$ cat src/sv/dcf_pkg.sv
// Shared constants, codes and the job record for the display command framer.
`timescale 1ns / 1ps

package dcf_pkg;

  localparam int HISTORY_DEPTH = 128;
  localparam int SLOT_W        = $clog2(HISTORY_DEPTH);
  localparam int HCNT_W        = $clog2(HISTORY_DEPTH + 1);
  localparam int MAX_DIGITS    = 3;

  localparam int Q_DEPTH = 4;
  localparam int Q_AW    = $clog2(Q_DEPTH);
  localparam int Q_CW    = $clog2(Q_DEPTH + 1);

  localparam logic [1:0] OP_FRAME = 2'd0;
  localparam logic [1:0] OP_PAY   = 2'd1;
  localparam logic [1:0] OP_REPLY = 2'd2;
  localparam logic [1:0] OP_TICK  = 2'd3;

  localparam logic [1:0] KIND_TX  = 2'd0;
  localparam logic [1:0] KIND_OK  = 2'd1;
  localparam logic [1:0] KIND_ERR = 2'd2;

  localparam logic [1:0] JOB_HDR = 2'd0;
  localparam logic [1:0] JOB_PAY = 2'd1;
  localparam logic [1:0] JOB_RPT = 2'd2;

  localparam logic [7:0] SOF_BYTE = 8'hA5;
  localparam logic [7:0] TRL0     = 8'hCC;
  localparam logic [7:0] TRL1     = 8'h33;
  localparam logic [7:0] TRL2     = 8'hC3;
  localparam logic [7:0] TRL3     = 8'h3C;
  localparam logic [15:0] FRAME_OVERHEAD = 16'd9;

  localparam logic [7:0] CHAR_OK   = 8'h4F;
  localparam logic [7:0] CHAR_ERR  = 8'h45;
  localparam logic [7:0] CHAR_ZERO = 8'h30;
  localparam logic [7:0] CHAR_NINE = 8'h39;

  localparam logic [15:0] TIMEOUT_RESET = 16'd1000;

  typedef struct packed {
    logic [1:0]  jtype;
    logic [7:0]  byte_val;
    logic [15:0] flen;
    logic        tail;
    logic [7:0]  parity;
    logic [1:0]  rkind;
    logic        empty;
    logic [1:0]  cnt;
    logic [3:0]  d0;
    logic [3:0]  d1;
    logic [3:0]  d2;
    logic        last;
  } job_t;

endpackage

$ cat src/sv/dcf_front.sv
// Front end: accepts items, keeps frame, history and reply state, issues jobs.
`timescale 1ns / 1ps

module dcf_front (
  input  logic               clk,
  input  logic               rst_n,
  input  logic               in_valid,
  output logic               in_ready,
  input  logic [1:0]         in_op,
  input  logic [7:0]         in_byte,
  input  logic [15:0]        in_plen,
  input  logic               cfg_wr_en,
  input  logic [15:0]        cfg_wr_data,
  input  logic               q_full,
  output logic               q_push,
  output dcf_pkg::job_t      q_job
);

  logic [7:0]                 hist_mem [dcf_pkg::HISTORY_DEPTH];
  logic [7:0]                 rdata_r;

  logic [dcf_pkg::SLOT_W-1:0] oldest_r, oldest_nxt;
  logic [dcf_pkg::SLOT_W-1:0] free_r, free_nxt;
  logic [dcf_pkg::HCNT_W-1:0] hcnt_r, hcnt_nxt;
  logic [15:0]                payrem_r, payrem_nxt;
  logic [7:0]                 parity_r, parity_nxt;
  logic [3:0]                 dig_r [3];
  logic [3:0]                 dig_nxt [3];
  logic [1:0]                 ccnt_r, ccnt_nxt;
  logic                       trun_r, trun_nxt;
  logic [15:0]                tel_r, tel_nxt;
  logic [15:0]                tmo_r;
  logic                       pend_ok_r, pend_ok_nxt;
  logic                       s1_valid_r, s1_valid_nxt;
  dcf_pkg::job_t              s1_job_r, s1_job_nxt;

  logic                       s1_ready;
  logic                       take;
  logic                       wr_en;
  logic [15:0]                tel_inc;
  logic [15:0]                tlim;
  logic [15:0]                flen;
  logic [3:0]                 digit_val;

  function automatic logic [dcf_pkg::SLOT_W-1:0] slot_next(
    input logic [dcf_pkg::SLOT_W-1:0] s);
    if (s == dcf_pkg::SLOT_W'(dcf_pkg::HISTORY_DEPTH - 1)) begin
      return '0;
    end
    return s + 1'b1;
  endfunction

  assign s1_ready = !s1_valid_r || !q_full;
  assign in_ready = s1_ready && !pend_ok_r;
  assign take     = in_valid && in_ready;
  assign q_push   = s1_valid_r && !q_full;

  assign tel_inc   = (tel_r == 16'hFFFF) ? tel_r : tel_r + 16'd1;
  assign tlim      = (tmo_r == 16'd0) ? 16'd1 : tmo_r;
  assign flen      = in_plen + dcf_pkg::FRAME_OVERHEAD;
  assign digit_val = in_byte[3:0] - dcf_pkg::CHAR_ZERO[3:0];

  always_comb begin
    q_job = s1_job_r;
    if (s1_job_r.jtype == dcf_pkg::JOB_RPT) begin
      q_job.byte_val = s1_job_r.empty ? 8'd0 : rdata_r;
    end
  end

  always_comb begin
    oldest_nxt   = oldest_r;
    free_nxt     = free_r;
    hcnt_nxt     = hcnt_r;
    payrem_nxt   = payrem_r;
    parity_nxt   = parity_r;
    dig_nxt      = dig_r;
    ccnt_nxt     = ccnt_r;
    trun_nxt     = trun_r;
    tel_nxt      = tel_r;
    pend_ok_nxt  = pend_ok_r;
    s1_valid_nxt = s1_valid_r && q_full;
    s1_job_nxt   = s1_job_r;
    wr_en        = 1'b0;

    if (s1_ready) begin
      s1_job_nxt       = '0;
      s1_job_nxt.jtype = dcf_pkg::JOB_RPT;
      s1_job_nxt.empty = (hcnt_r == '0);
      s1_job_nxt.last  = 1'b1;

      if (pend_ok_r) begin
        pend_ok_nxt      = 1'b0;
        s1_valid_nxt     = 1'b1;
        s1_job_nxt.rkind = dcf_pkg::KIND_OK;
      end else if (take) begin
        unique case (in_op)
          dcf_pkg::OP_FRAME: begin
            wr_en    = 1'b1;
            free_nxt = slot_next(free_r);
            if (hcnt_r == dcf_pkg::HCNT_W'(dcf_pkg::HISTORY_DEPTH)) begin
              oldest_nxt = slot_next(oldest_r);
            end else begin
              hcnt_nxt = hcnt_r + 1'b1;
            end
            parity_nxt          = dcf_pkg::SOF_BYTE ^ flen[15:8] ^ flen[7:0] ^ in_byte;
            payrem_nxt          = in_plen;
            s1_valid_nxt        = 1'b1;
            s1_job_nxt.jtype    = dcf_pkg::JOB_HDR;
            s1_job_nxt.empty    = 1'b0;
            s1_job_nxt.byte_val = in_byte;
            s1_job_nxt.flen     = flen;
            s1_job_nxt.tail     = (in_plen == 16'd0);
            s1_job_nxt.parity   = parity_nxt;
          end
          dcf_pkg::OP_PAY: begin
            if (payrem_r != 16'd0) begin
              parity_nxt          = parity_r ^ in_byte;
              payrem_nxt          = payrem_r - 16'd1;
              s1_valid_nxt        = 1'b1;
              s1_job_nxt.jtype    = dcf_pkg::JOB_PAY;
              s1_job_nxt.empty    = 1'b0;
              s1_job_nxt.byte_val = in_byte;
              s1_job_nxt.tail     = (payrem_r == 16'd1);
              s1_job_nxt.parity   = parity_nxt;
            end
          end
          dcf_pkg::OP_REPLY: begin
            if (in_byte == dcf_pkg::CHAR_OK || in_byte == dcf_pkg::CHAR_ERR) begin
              trun_nxt = 1'b0;
              if (ccnt_r != 2'd0) begin
                s1_valid_nxt     = 1'b1;
                s1_job_nxt.rkind = dcf_pkg::KIND_ERR;
                s1_job_nxt.cnt   = ccnt_r;
                s1_job_nxt.d0    = dig_r[0];
                s1_job_nxt.d1    = dig_r[1];
                s1_job_nxt.d2    = dig_r[2];
                s1_job_nxt.last  = (in_byte == dcf_pkg::CHAR_ERR);
                ccnt_nxt         = 2'd0;
                dig_nxt          = '{default: 4'd0};
                pend_ok_nxt      = (in_byte == dcf_pkg::CHAR_OK);
              end else if (in_byte == dcf_pkg::CHAR_OK) begin
                s1_valid_nxt     = 1'b1;
                s1_job_nxt.rkind = dcf_pkg::KIND_OK;
              end
            end else if (in_byte >= dcf_pkg::CHAR_ZERO && in_byte <= dcf_pkg::CHAR_NINE) begin
              if (ccnt_r < 2'(dcf_pkg::MAX_DIGITS)) begin
                dig_nxt[ccnt_r] = digit_val;
                ccnt_nxt        = ccnt_r + 2'd1;
              end
              trun_nxt = 1'b1;
              tel_nxt  = 16'd0;
            end
          end
          dcf_pkg::OP_TICK: begin
            if (trun_r) begin
              if (tel_inc >= tlim) begin
                trun_nxt         = 1'b0;
                tel_nxt          = 16'd0;
                s1_valid_nxt     = 1'b1;
                s1_job_nxt.rkind = dcf_pkg::KIND_ERR;
                s1_job_nxt.cnt   = ccnt_r;
                s1_job_nxt.d0    = dig_r[0];
                s1_job_nxt.d1    = dig_r[1];
                s1_job_nxt.d2    = dig_r[2];
                ccnt_nxt         = 2'd0;
                dig_nxt          = '{default: 4'd0};
              end else begin
                tel_nxt = tel_inc;
              end
            end
          end
          default: begin
          end
        endcase
      end

      if (s1_valid_nxt && s1_job_nxt.jtype == dcf_pkg::JOB_RPT && hcnt_r != '0) begin
        oldest_nxt = slot_next(oldest_r);
        hcnt_nxt   = hcnt_r - 1'b1;
      end
    end
  end

  always_ff @(posedge clk) begin
    if (wr_en) begin
      hist_mem[free_r] <= in_byte;
    end
    if (s1_ready) begin
      rdata_r <= hist_mem[oldest_r];
    end
  end

  always_ff @(posedge clk) begin
    if (!rst_n) begin
      oldest_r   <= '0;
      free_r     <= '0;
      hcnt_r     <= '0;
      payrem_r   <= '0;
      parity_r   <= '0;
      dig_r      <= '{default: 4'd0};
      ccnt_r     <= '0;
      trun_r     <= 1'b0;
      tel_r      <= '0;
      tmo_r      <= dcf_pkg::TIMEOUT_RESET;
      pend_ok_r  <= 1'b0;
      s1_valid_r <= 1'b0;
    end else begin
      oldest_r   <= oldest_nxt;
      free_r     <= free_nxt;
      hcnt_r     <= hcnt_nxt;
      payrem_r   <= payrem_nxt;
      parity_r   <= parity_nxt;
      dig_r      <= dig_nxt;
      ccnt_r     <= ccnt_nxt;
      trun_r     <= trun_nxt;
      tel_r      <= tel_nxt;
      pend_ok_r  <= pend_ok_nxt;
      s1_valid_r <= s1_valid_nxt;
      if (cfg_wr_en) begin
        tmo_r <= cfg_wr_data;
      end
    end
  end

  always_ff @(posedge clk) begin
    s1_job_r <= s1_job_nxt;
  end

endmodule

$ cat src/sv/dcf_queue.sv
// Short job queue between the front end and the result sequencer.
`timescale 1ns / 1ps

module dcf_queue (
  input  logic          clk,
  input  logic          rst_n,
  input  logic          push,
  input  dcf_pkg::job_t push_job,
  input  logic          pop,
  output dcf_pkg::job_t head_job,
  output logic          full,
  output logic          empty
);

  dcf_pkg::job_t            slot_r [dcf_pkg::Q_DEPTH];
  logic [dcf_pkg::Q_AW-1:0] wr_ptr_r, rd_ptr_r;
  logic [dcf_pkg::Q_CW-1:0] cnt_r;

  assign full     = (cnt_r == dcf_pkg::Q_CW'(dcf_pkg::Q_DEPTH));
  assign empty    = (cnt_r == '0);
  assign head_job = slot_r[rd_ptr_r];

  always_ff @(posedge clk) begin
    if (push) begin
      slot_r[wr_ptr_r] <= push_job;
    end
  end

  always_ff @(posedge clk) begin
    if (!rst_n) begin
      wr_ptr_r <= '0;
      rd_ptr_r <= '0;
      cnt_r    <= '0;
    end else begin
      if (push) begin
        wr_ptr_r <= wr_ptr_r + 1'b1;
      end
      if (pop) begin
        rd_ptr_r <= rd_ptr_r + 1'b1;
      end
      if (push && !pop) begin
        cnt_r <= cnt_r + 1'b1;
      end else if (pop && !push) begin
        cnt_r <= cnt_r - 1'b1;
      end
    end
  end

endmodule

$ cat src/sv/dcf_back.sv
// Result sequencer: expands queued jobs into result items behind an output register.
`timescale 1ns / 1ps

module dcf_back (
  input  logic          clk,
  input  logic          rst_n,
  input  dcf_pkg::job_t head_job,
  input  logic          q_empty,
  output logic          q_pop,
  output logic          out_valid,
  input  logic          out_ready,
  output logic [1:0]    out_kind,
  output logic          out_last,
  output logic [7:0]    out_tx_byte,
  output logic [7:0]    out_cmd,
  output logic          out_empty,
  output logic [1:0]    out_cnt,
  output logic [3:0]    out_d0,
  output logic [3:0]    out_d1,
  output logic [3:0]    out_d2
);

  logic [3:0] idx_r, idx_nxt;
  logic       ov_r;
  logic [3:0] pos;
  logic       step;
  logic       job_end;
  logic [7:0] sel_byte;

  assign step  = !q_empty && (!ov_r || out_ready);
  assign pos   = (head_job.jtype == dcf_pkg::JOB_PAY) ? idx_r + 4'd3 : idx_r;
  assign job_end = (head_job.jtype == dcf_pkg::JOB_RPT) ||
                   (pos == (head_job.tail ? 4'd8 : 4'd3));
  assign q_pop = step && job_end;
  assign idx_nxt = job_end ? 4'd0 : idx_r + 4'd1;
  assign out_valid = ov_r;

  always_comb begin
    unique case (pos)
      4'd0:    sel_byte = dcf_pkg::SOF_BYTE;
      4'd1:    sel_byte = head_job.flen[15:8];
      4'd2:    sel_byte = head_job.flen[7:0];
      4'd3:    sel_byte = head_job.byte_val;
      4'd4:    sel_byte = dcf_pkg::TRL0;
      4'd5:    sel_byte = dcf_pkg::TRL1;
      4'd6:    sel_byte = dcf_pkg::TRL2;
      4'd7:    sel_byte = dcf_pkg::TRL3;
      default: sel_byte = head_job.parity;
    endcase
  end

  always_ff @(posedge clk) begin
    if (!rst_n) begin
      idx_r <= '0;
      ov_r  <= 1'b0;
    end else begin
      if (step) begin
        idx_r <= idx_nxt;
        ov_r  <= 1'b1;
      end else if (out_ready) begin
        ov_r <= 1'b0;
      end
    end
  end

  always_ff @(posedge clk) begin
    if (step) begin
      if (head_job.jtype == dcf_pkg::JOB_RPT) begin
        out_kind    <= head_job.rkind;
        out_last    <= head_job.last;
        out_tx_byte <= 8'd0;
        out_cmd     <= head_job.byte_val;
        out_empty   <= head_job.empty;
        out_cnt     <= head_job.cnt;
        out_d0      <= head_job.d0;
        out_d1      <= head_job.d1;
        out_d2      <= head_job.d2;
      end else begin
        out_kind    <= dcf_pkg::KIND_TX;
        out_last    <= job_end;
        out_tx_byte <= sel_byte;
        out_cmd     <= 8'd0;
        out_empty   <= 1'b0;
        out_cnt     <= 2'd0;
        out_d0      <= 4'd0;
        out_d1      <= 4'd0;
        out_d2      <= 4'd0;
      end
    end
  end

endmodule

$ cat src/sv/display_command_framer_and_reply_tracker.sv
// Top level of the display command framer and reply tracker.
// Jobs pass the issue register, the job queue and the output register. Items are accepted
// one per cycle; an 'O' reply that also reports an error holds the input until its OK
// report is issued, and the input stalls while the issue register and the four-job queue
// are full. Results leave at one per cycle while out_tready is high, four or nine for a
// frame start. Reset clears all control state and sets the reply timeout to 1000 ticks.
`timescale 1ns / 1ps

module display_command_framer_and_reply_tracker (
  input  logic        clk,
  input  logic        rst_n,
  input  logic        in_tvalid,
  output logic        in_tready,
  input  logic [23:0] in_tdata,   // byte_value [7:0], payload_length [23:8]
  input  logic [1:0]  in_tuser,   // op
  output logic        out_tvalid,
  input  logic        out_tready,
  output logic [31:0] out_tdata,  // tx_byte, report_command, history_was_empty,
                                  // digit_count, first_, second_, third_digit, zero pad
  output logic [1:0]  out_tuser,  // kind
  output logic        out_tlast,
  input  logic        cfg_wr_en,
  input  logic [15:0] cfg_wr_data
);

  dcf_pkg::job_t push_job;
  dcf_pkg::job_t head_job;
  logic          q_push;
  logic          q_pop;
  logic          q_full;
  logic          q_empty;
  logic [7:0]    tx_byte;
  logic [7:0]    report_command;
  logic          history_was_empty;
  logic [1:0]    digit_count;
  logic [3:0]    first_digit;
  logic [3:0]    second_digit;
  logic [3:0]    third_digit;

  dcf_front u_front (
    .clk         (clk),
    .rst_n       (rst_n),
    .in_valid    (in_tvalid),
    .in_ready    (in_tready),
    .in_op       (in_tuser),
    .in_byte     (in_tdata[7:0]),
    .in_plen     (in_tdata[23:8]),
    .cfg_wr_en   (cfg_wr_en),
    .cfg_wr_data (cfg_wr_data),
    .q_full      (q_full),
    .q_push      (q_push),
    .q_job       (push_job)
  );

  dcf_queue u_queue (
    .clk      (clk),
    .rst_n    (rst_n),
    .push     (q_push),
    .push_job (push_job),
    .pop      (q_pop),
    .head_job (head_job),
    .full     (q_full),
    .empty    (q_empty)
  );

  dcf_back u_back (
    .clk         (clk),
    .rst_n       (rst_n),
    .head_job    (head_job),
    .q_empty     (q_empty),
    .q_pop       (q_pop),
    .out_valid   (out_tvalid),
    .out_ready   (out_tready),
    .out_kind    (out_tuser),
    .out_last    (out_tlast),
    .out_tx_byte (tx_byte),
    .out_cmd     (report_command),
    .out_empty   (history_was_empty),
    .out_cnt     (digit_count),
    .out_d0      (first_digit),
    .out_d1      (second_digit),
    .out_d2      (third_digit)
  );

  assign out_tdata = {1'b0, third_digit, second_digit, first_digit, digit_count,
                      history_was_empty, report_command, tx_byte};

endmodule
$ cat config.mk
export PLATFORM = sky130hd
export DESIGN_NAME = display_command_framer_and_reply_tracker
export DESIGN_NICKNAME = d
export VERILOG_FILES = /design/src/sv/dcf_pkg.sv /design/src/sv/dcf_front.sv /design/src/sv/dcf_queue.sv /design/src/sv/dcf_back.sv /design/src/sv/display_command_framer_and_reply_tracker.sv
export SDC_FILE = /design/constraint.sdc
export NUM_CORES = 2
export LEC_CHECK = 0
export BUFFER_PORTS_ARGS = -buffer_cell sky130_fd_sc_hd__buf_4
export CORE_MARGIN = 4
export CORE_UTILIZATION = 63
export DETAILED_ROUTE_END_ITERATION = 6
export MAX_ROUTING_LAYER = met4
export PLACE_DENSITY = 0.81
export SYNTH_ARGS = -nofsm -noshare
export SYNTH_HDL_FRONTEND = slang
export SYNTH_HIERARCHICAL = 1
export SYNTH_SLANG_ARGS = --single-unit
$ cat constraint.sdc
create_clock -name clk -period 7 [get_ports clk]
set_input_delay 0.7 -clock clk [delete_from_list [all_inputs] [get_ports clk]]
set_output_delay 0.7 -clock clk [all_outputs]
set_load 0.01 [all_outputs]
; After elaboration in Yosys (flattened, before gate mapping)
; Memory sizes are Yosys's and may differ from the RTL's. A register that Yosys moved wholly into a read port is not among the register bits.
; Index checks and enable logic that the tools add are counted.
[word_totals]
ff_bits = 194
latchBits = 0
ramBits = 1236
romBits = 0
input_bits = 47
out_inout_bits = 37
elab_cells = 275
memories = 2
[op_classes]
add_sub_neg = 14
mul = 0
div_mod_pow = 0
magnitude_cmp = 6
n_eq_ne = 33
shift = 0
mux = 121
bitwise = 10
n_reduce_logical = 48
[memory_table]
columns = memory, words, word_bits, read_ports, rd_ports_with_merged_regs, write_ports, line_no
row1 = u_front.hist_mem, 128, 8, 1, 1, 1, dcf_front.sv:19  ; logic [7:0] hist_mem [dcf_pkg::HISTORY_DEPTH];
row2 = u_queue.slot_r, 4, 53, 1, 1, 1, dcf_queue.sv:15  ; dcf_pkg::job_t slot_r [dcf_pkg::Q_DEPTH];
[ops]
columns = op, n
row1 = 16-bit 2-to-1 mux, 9
row2 = 12-bit 2-to-1 mux, 6
row3 = 35-bit 2-to-1 mux, 2
row4 = 7-bit 2-to-1 mux, 10
row5 = 8-bit 2-to-1 mux, 8
row6 = 16-bit case mux with 2 select lines, 2
row7 = 8-bit case mux with 8 select lines, 1
row8 = 53-bit 2-to-1 mux, 1
row9 = 1-bit 2-to-1 mux, 46
row10 = 16-bit logical NOT, 2
row11 = 15-bit 2-to-1 mux, 2
row12 = 14-bit 2-to-1 mux, 2
row13 = 14-bit case mux with 2 select lines, 1
row14 = 2-bit 2-to-1 mux, 12
row15 = 12-bit case mux with 2 select lines, 1
row16 = 8-bit XOR, 3
row17 = 10-bit case mux with 2 select lines, 1
row18 = 5-bit AND reduction, 4
row19 = 9-bit case mux with 2 select lines, 1
row20 = 16-bit by 1-bit adder with 16-bit output (second input constant), 1
row21 = 16-bit by 4-bit adder with 16-bit output (second input constant), 1
row22 = 16-bit by 1-bit equality test with 1-bit output (second input constant), 1
row23 = 16-bit equality test (second input constant), 1
row24 = 4-bit by 3-bit equality test with 1-bit output (second input constant), 4
row25 = 56 further kinds, 110

; Longest topological paths before layout
[depth]
depth_word = 16
mapped_depth = 22
ltp_nobuf = 22

; Modules after synthesis
; Netlist, hierarchy kept.
[modules_own_cells]
columns = module, n_inst, cells_per_inst, area_each_um2, seq_area_each_um2
row1 = dcf_front, 1, 2634, 48306.3, 34483.1
row2 = dcf_queue, 1, 320, 8156.6, 6546.3
row3 = dcf_back, 1, 174, 2067.0, 1121.1
row4 = display_command_framer_and_reply_tracker, 1, 3, 18.8, 0.0

; Worst setup path after synthesis
; No wires, ideal clock.
[synth_timing]
path_kind = register to register
startpoint = register u_front.tel_r[2]
endpoint = register u_front/hcnt_r[7] (netlist name)
setup_time_ns = 0.131
arrival_ns = 4.793
required_time_ns = 6.869
setup_slack_ns = 2.076
stages_incl_launch_ff = 23
n_path_buf = 2
synth_period_minus_slack_ns = 4.924
cell_sequence = dfxtp_1 > clkbuf_1 > nand4_1 > nor4_1 > nand3_1 > clkbuf_1 > and3_1 > xor2_1 > ha_1 > nand4_1 > nor4_1 > a32oi_1 > a21oi_1 > o21ai_0 > inv_1 > ha_1 > a21o_1 > a21oi_1 > o21ai_0 > a21o_1 > a21oi_1 > mux2i_1 > a211oi_1
[synth_between]
elab_chain_len = 13
elab_cells_between_ends = 18
classes_between = add/sub: 1 / order compare: 1 / eq/ne: 3 / mux: 8 / reduce/logical: 5
[synth_lines]
columns = element, line_no
row1 = start: declaration, dcf_front.sv:31  ; logic [15:0] tel_r, tel_nxt;
row2 = start signal: assignment, dcf_front.sv:216  ; tel_r <= tel_nxt;
row3 = 16-bit by 1-bit adder with 16-bit output / 16-bit equality test (equally long branches), dcf_front.sv:58  ; assign tel_inc = (tel_r == 16'hFFFF) ? tel_r : tel_r + 16'd1;
row4 = 16-bit 2-to-1 mux (*), dcf_front.sv:58
row5 = 16-bit greater-or-equal comparator (*), dcf_front.sv:156  ; if (tel_inc >= tlim) begin
row6 = 1-bit 2-to-1 mux (*), dcf_front.sv:156
row7 = 1-bit 2-to-1 mux (*), dcf_front.sv:155  ; if (trun_r) begin
row8 = 1-bit case mux with 4 select lines (*), dcf_front.sv:96  ; unique case (in_op)
row9 = 1-bit 2-to-1 mux (*), dcf_front.sv:95  ; end else if (take) begin
row10 = 1-bit 2-to-1 mux (*), dcf_front.sv:91  ; if (pend_ok_r) begin
row11 = 1-bit 2-to-1 mux (*), dcf_front.sv:85  ; if (s1_ready) begin
row12 = 1-bit logical AND (*) (2 in series), dcf_front.sv:177  ; if (s1_valid_nxt && s1_job_nxt.jtype == dcf_pkg::JOB_RPT && hcnt_r != '0) begin
row13 = 2-bit != test (no line) / 2-bit nonzero test (equally long branches), --
row14 = 5-bit AND reduction (no line), --
row15 = end signal: assignment, dcf_front.sv:210  ; hcnt_r <= hcnt_nxt;
row16 = end: declaration, dcf_front.sv:24  ; logic [dcf_pkg::HCNT_W-1:0] hcnt_r, hcnt_nxt;
; Every way passes the cells marked *; elsewhere a longest branch is shown, timed or not. The select of a mux whose other input is x is not followed.
; A chain may end at the register's enable or synchronous reset.

; Final worst setup path
[layout_timing]
startpoint = register u_front.tel_r[0]
endpoint = register u_front/hcnt_r[7] (netlist name)
; The elaborated chain is that of the path after synthesis.

==> impl_results.md <==
- Placed insts: 4291
- Worst-Margin Slew: 1.24 ns
- Pwr Total: 18.9 mW
- WP buf/inv: 1
- Final Net Count: 3280
- CTS HTree Levels: 4
- Initial Util: 0.637
- Critical path peak fanout: 12
- Asr flop ratio synth: 0
- RSZ-0062 raised after global routing: no
- Number of synthesized flops with an enable pin: 1331
- Layout Skew: 0.0274 ns
- TritonCTS Buffers: 141
- I/O Buffers: 82
- Register bit total from synthesis: 1440
- First-pass GRT wire length: 201000 um
- Most frequent cells in the layout: edfxtp_1, mux4_2, nor2_1, clkbuf_16, buf_4
- CP required: 7.66 ns
- Die span in y: 313 um
- Setup crit start: u_front/tel_r[0]
- Max IR drop VDD: 0.252 mV
- Filler instances: 5409
- DRT antenna net count: 0
- Cell type with the highest aggregate area in the netlist: edfxtp_1
- CTS hold repair buffers: 0
- Mapped Area: 58500 um2
- Status: finished clean
- I/O pins: 84
- Slew Limit Headroom: 0.171
- Worst skew pair latency: 0.75 ns
- Dpl hpwl: 79400 um
- CP Class: reg -> reg
- Max Buffers Root-to-Sink: 3
- 1st-pass router iterations: 7
- Syn avg cell area: 18.7 um2
- Syn nets: 3220
- Critical R2R Launch: u_front/tel_r[0]
- 1st-iter DRT viols: 4283
- Core area: 91900 um2
- Total vias in the final route: 30700
- Slowest stage cell on the critical path: a21oi_1
- CTS resizes: 0
- Routed WL: 134000 um
- Startpoint types: register
- Post-synth top area share: 0.683
- DRC: 0
- RePlAce Congestion: 0.878
- Top cells by area, synth: edfxtp_1, mux4_2, dfxtp_1
- Yosys warnings: 6
- Distinct cells, synth: 94
- Fin cells: 4549
- Top FF cell, synth: edfxtp_1
- Period utilisation layout: 0.901
- Area grow syn2layout: 10.4%
- Gr ovfl total: 0
- Critical Path End Type: register
- Final Setup Violations: 0
- Hold Path Class: in -> reg
- Post-layout util: 0.703
- Initial antenna violation count: 2
- Postcts setup bufs: 0
- Max_cap viols: 0
- Total die area: 97900 um2
- DIE WIDTH: 313 um
- Total track usage: 0.285
- Via count of the first global-routing pass: 30800
- Critical Path AT: 6.97 ns
- Largest net degree at the start of global routing: 115
- Vias/cell: 6.75
- Setup TNS: 0 ns
- Final Max Slew Viols: 0
- CTS tree: built
- Pwr dens: 292 nW/um2
- Fmax: 159 MHz
- Clk sinks: 1440
- CP cell instances: ha_1 > nand3_1 > nor4_1 > nand3_1 > and4_1 > xor2_1 > ha_1 > nand4_1 > nor4_1 > a32oi_1 > a21oi_1 > o21ai_0 > inv_1 > ha_1 > a21o_1 > a21oi_1 > o21ai_0 > a21o_1 > a21oi_1 > mux2i_1 > a211oi_1
- Worst path max stage delay: 0.71 ns
- Min-delay src: cfg_wr_data[6]
- Leakage: 20.3 nW
- Clock slew at reported path FFs: 0.06 ns
- Clock Tree Root: clkbuf_16
- Layout cells sized above 1: 0.232
- Mapped Cells: 3131
- Hold Worst Slack: 0.176 ns
- Most common cell after layout, fill and taps aside: edfxtp_1
- Cell family with most CP delay: compound AO/OA/AOI/OAI gates
- Rows: 111
- Final Hold Fails: 0
- Register area share after synthesis: 0.720
- Fin crit period: 6.31 ns
- Routed wire per std cell: 29.5 um
==> state kept, by name, indices dropped and copies added, names as in the netlist, 3 cells and up, named ones only <==
| name | count |
|---|---|
| u_back/idx_r | 4 |
| u_back/out_cmd | 8 |
| u_back/out_d0 | 4 |
| u_back/out_d1 | 4 |
| u_back/out_d2 | 4 |
| u_back/out_tx_byte | 8 |
| u_front/dig_r | 12 |
| u_front/free_r | 7 |
| u_front/hcnt_r | 8 |
| u_front/hist_mem | 1024 |
| u_front/oldest_r | 7 |
| u_front/parity_r | 8 |
| u_front/payrem_r | 16 |
| u_front/q_job | 45 |
| u_front/rdata_r | 8 |
| u_front/s1_job_r | 8 |
| u_front/tel_r | 16 |
| u_front/tmo_r | 16 |
| u_queue/cnt_r | 3 |
| u_queue/slot_r | 212 |
==> worst register-to-register path, cell delays in order, from the launching register on <==
cell	delay [ns]
dfxtp_1	0.42
ha_1	0.34
nand3_1	0.12
nor4_1	0.49
nand3_1	0.46
and4_1	0.40
xor2_1	0.16
ha_1	0.31
nand4_1	0.13
nor4_1	0.24
a32oi_1	0.22
a21oi_1	0.71
o21ai_0	0.30
inv_1	0.25
ha_1	0.27
a21o_1	0.17
a21oi_1	0.25
o21ai_0	0.16
a21o_1	0.18
a21oi_1	0.27
mux2i_1	0.12
a211oi_1	0.27
==> metal layers <==
layer  vias up  track usage  wire length (um)
met5         -            -                 0
met3       299       0.0477             12600
met4         0       0.0908              4370
met2      1929        0.454             67200
li1      12700            -                 -
met1     15800        0.386             49900
==> cell families after synthesis <==
kind of cell             synth area share
AO/OA/AOI/OAI                      0.0322
XOR/XNOR                           0.0102
adder cells (fa/ha/maj)           0.00923
buffers and inverters              0.0228
flip-flops                          0.720
multiplexers                        0.153
other                           0.0000640
AND/OR/NAND/NOR                    0.0523
==> worst paths after layout <==
check | end | slack, ns | cells after the start
worst min register to register | u_queue/slot_r[3][9] | 0.49 | 0
worst max-delay path | u_front/hcnt_r[7] | 0.69 | 21
worst max register to register | u_front/hcnt_r[7] | 0.69 | 21
worst min-delay path | u_front/tmo_r[6] | 0.18 | 3
==> through the flow <==
step | instance area (um2) | setup WS, ns
6_report | 64600 | 0.692
5_1_grt | 64600 | 0.271
4_1_cts | 64600 | 0.828
3_5_place_dp | 60000 | 0.914
3_3_place_gp | 60000 | 0.925
2_1_floorplan | 58500 | 2.08
==> power breakdown <==
part	switching, mW	total, mW	internal [mW]
sequential	0.151	9.81	9.66
clock	3.21	7.57	4.36
combinational	0.838	1.47	0.636
total	4.20	18.9	14.7
==> cell type report <==
type / instances / area [um2] / share of cell area
well taps: 1243 / 1560 / 0.0241
clock inverters: 77 / 778 / 0.0120
diodes: 2 / 5.00 / 0.0000774
clock buffers: 179 / 3850 / 0.0595
multi-input cells: 1429 / 15100 / 0.233
repair buffers: 132 / 1030 / 0.0159
inverters: 47 / 176 / 0.00273
flip-flops and latches: 1440 / 42200 / 0.652
==> synth_stat cells (all sizes together) (46+ instances only) <==
master / count
o21ai: 72
edfxtp: 1331
mux4: 381
inv: 46
nand3: 62
nor2: 247
dfxtp: 109
clkbuf: 103
a21oi: 76
and2: 62
nand2: 86
buf: 112
(Power assumes the default switching activity.)
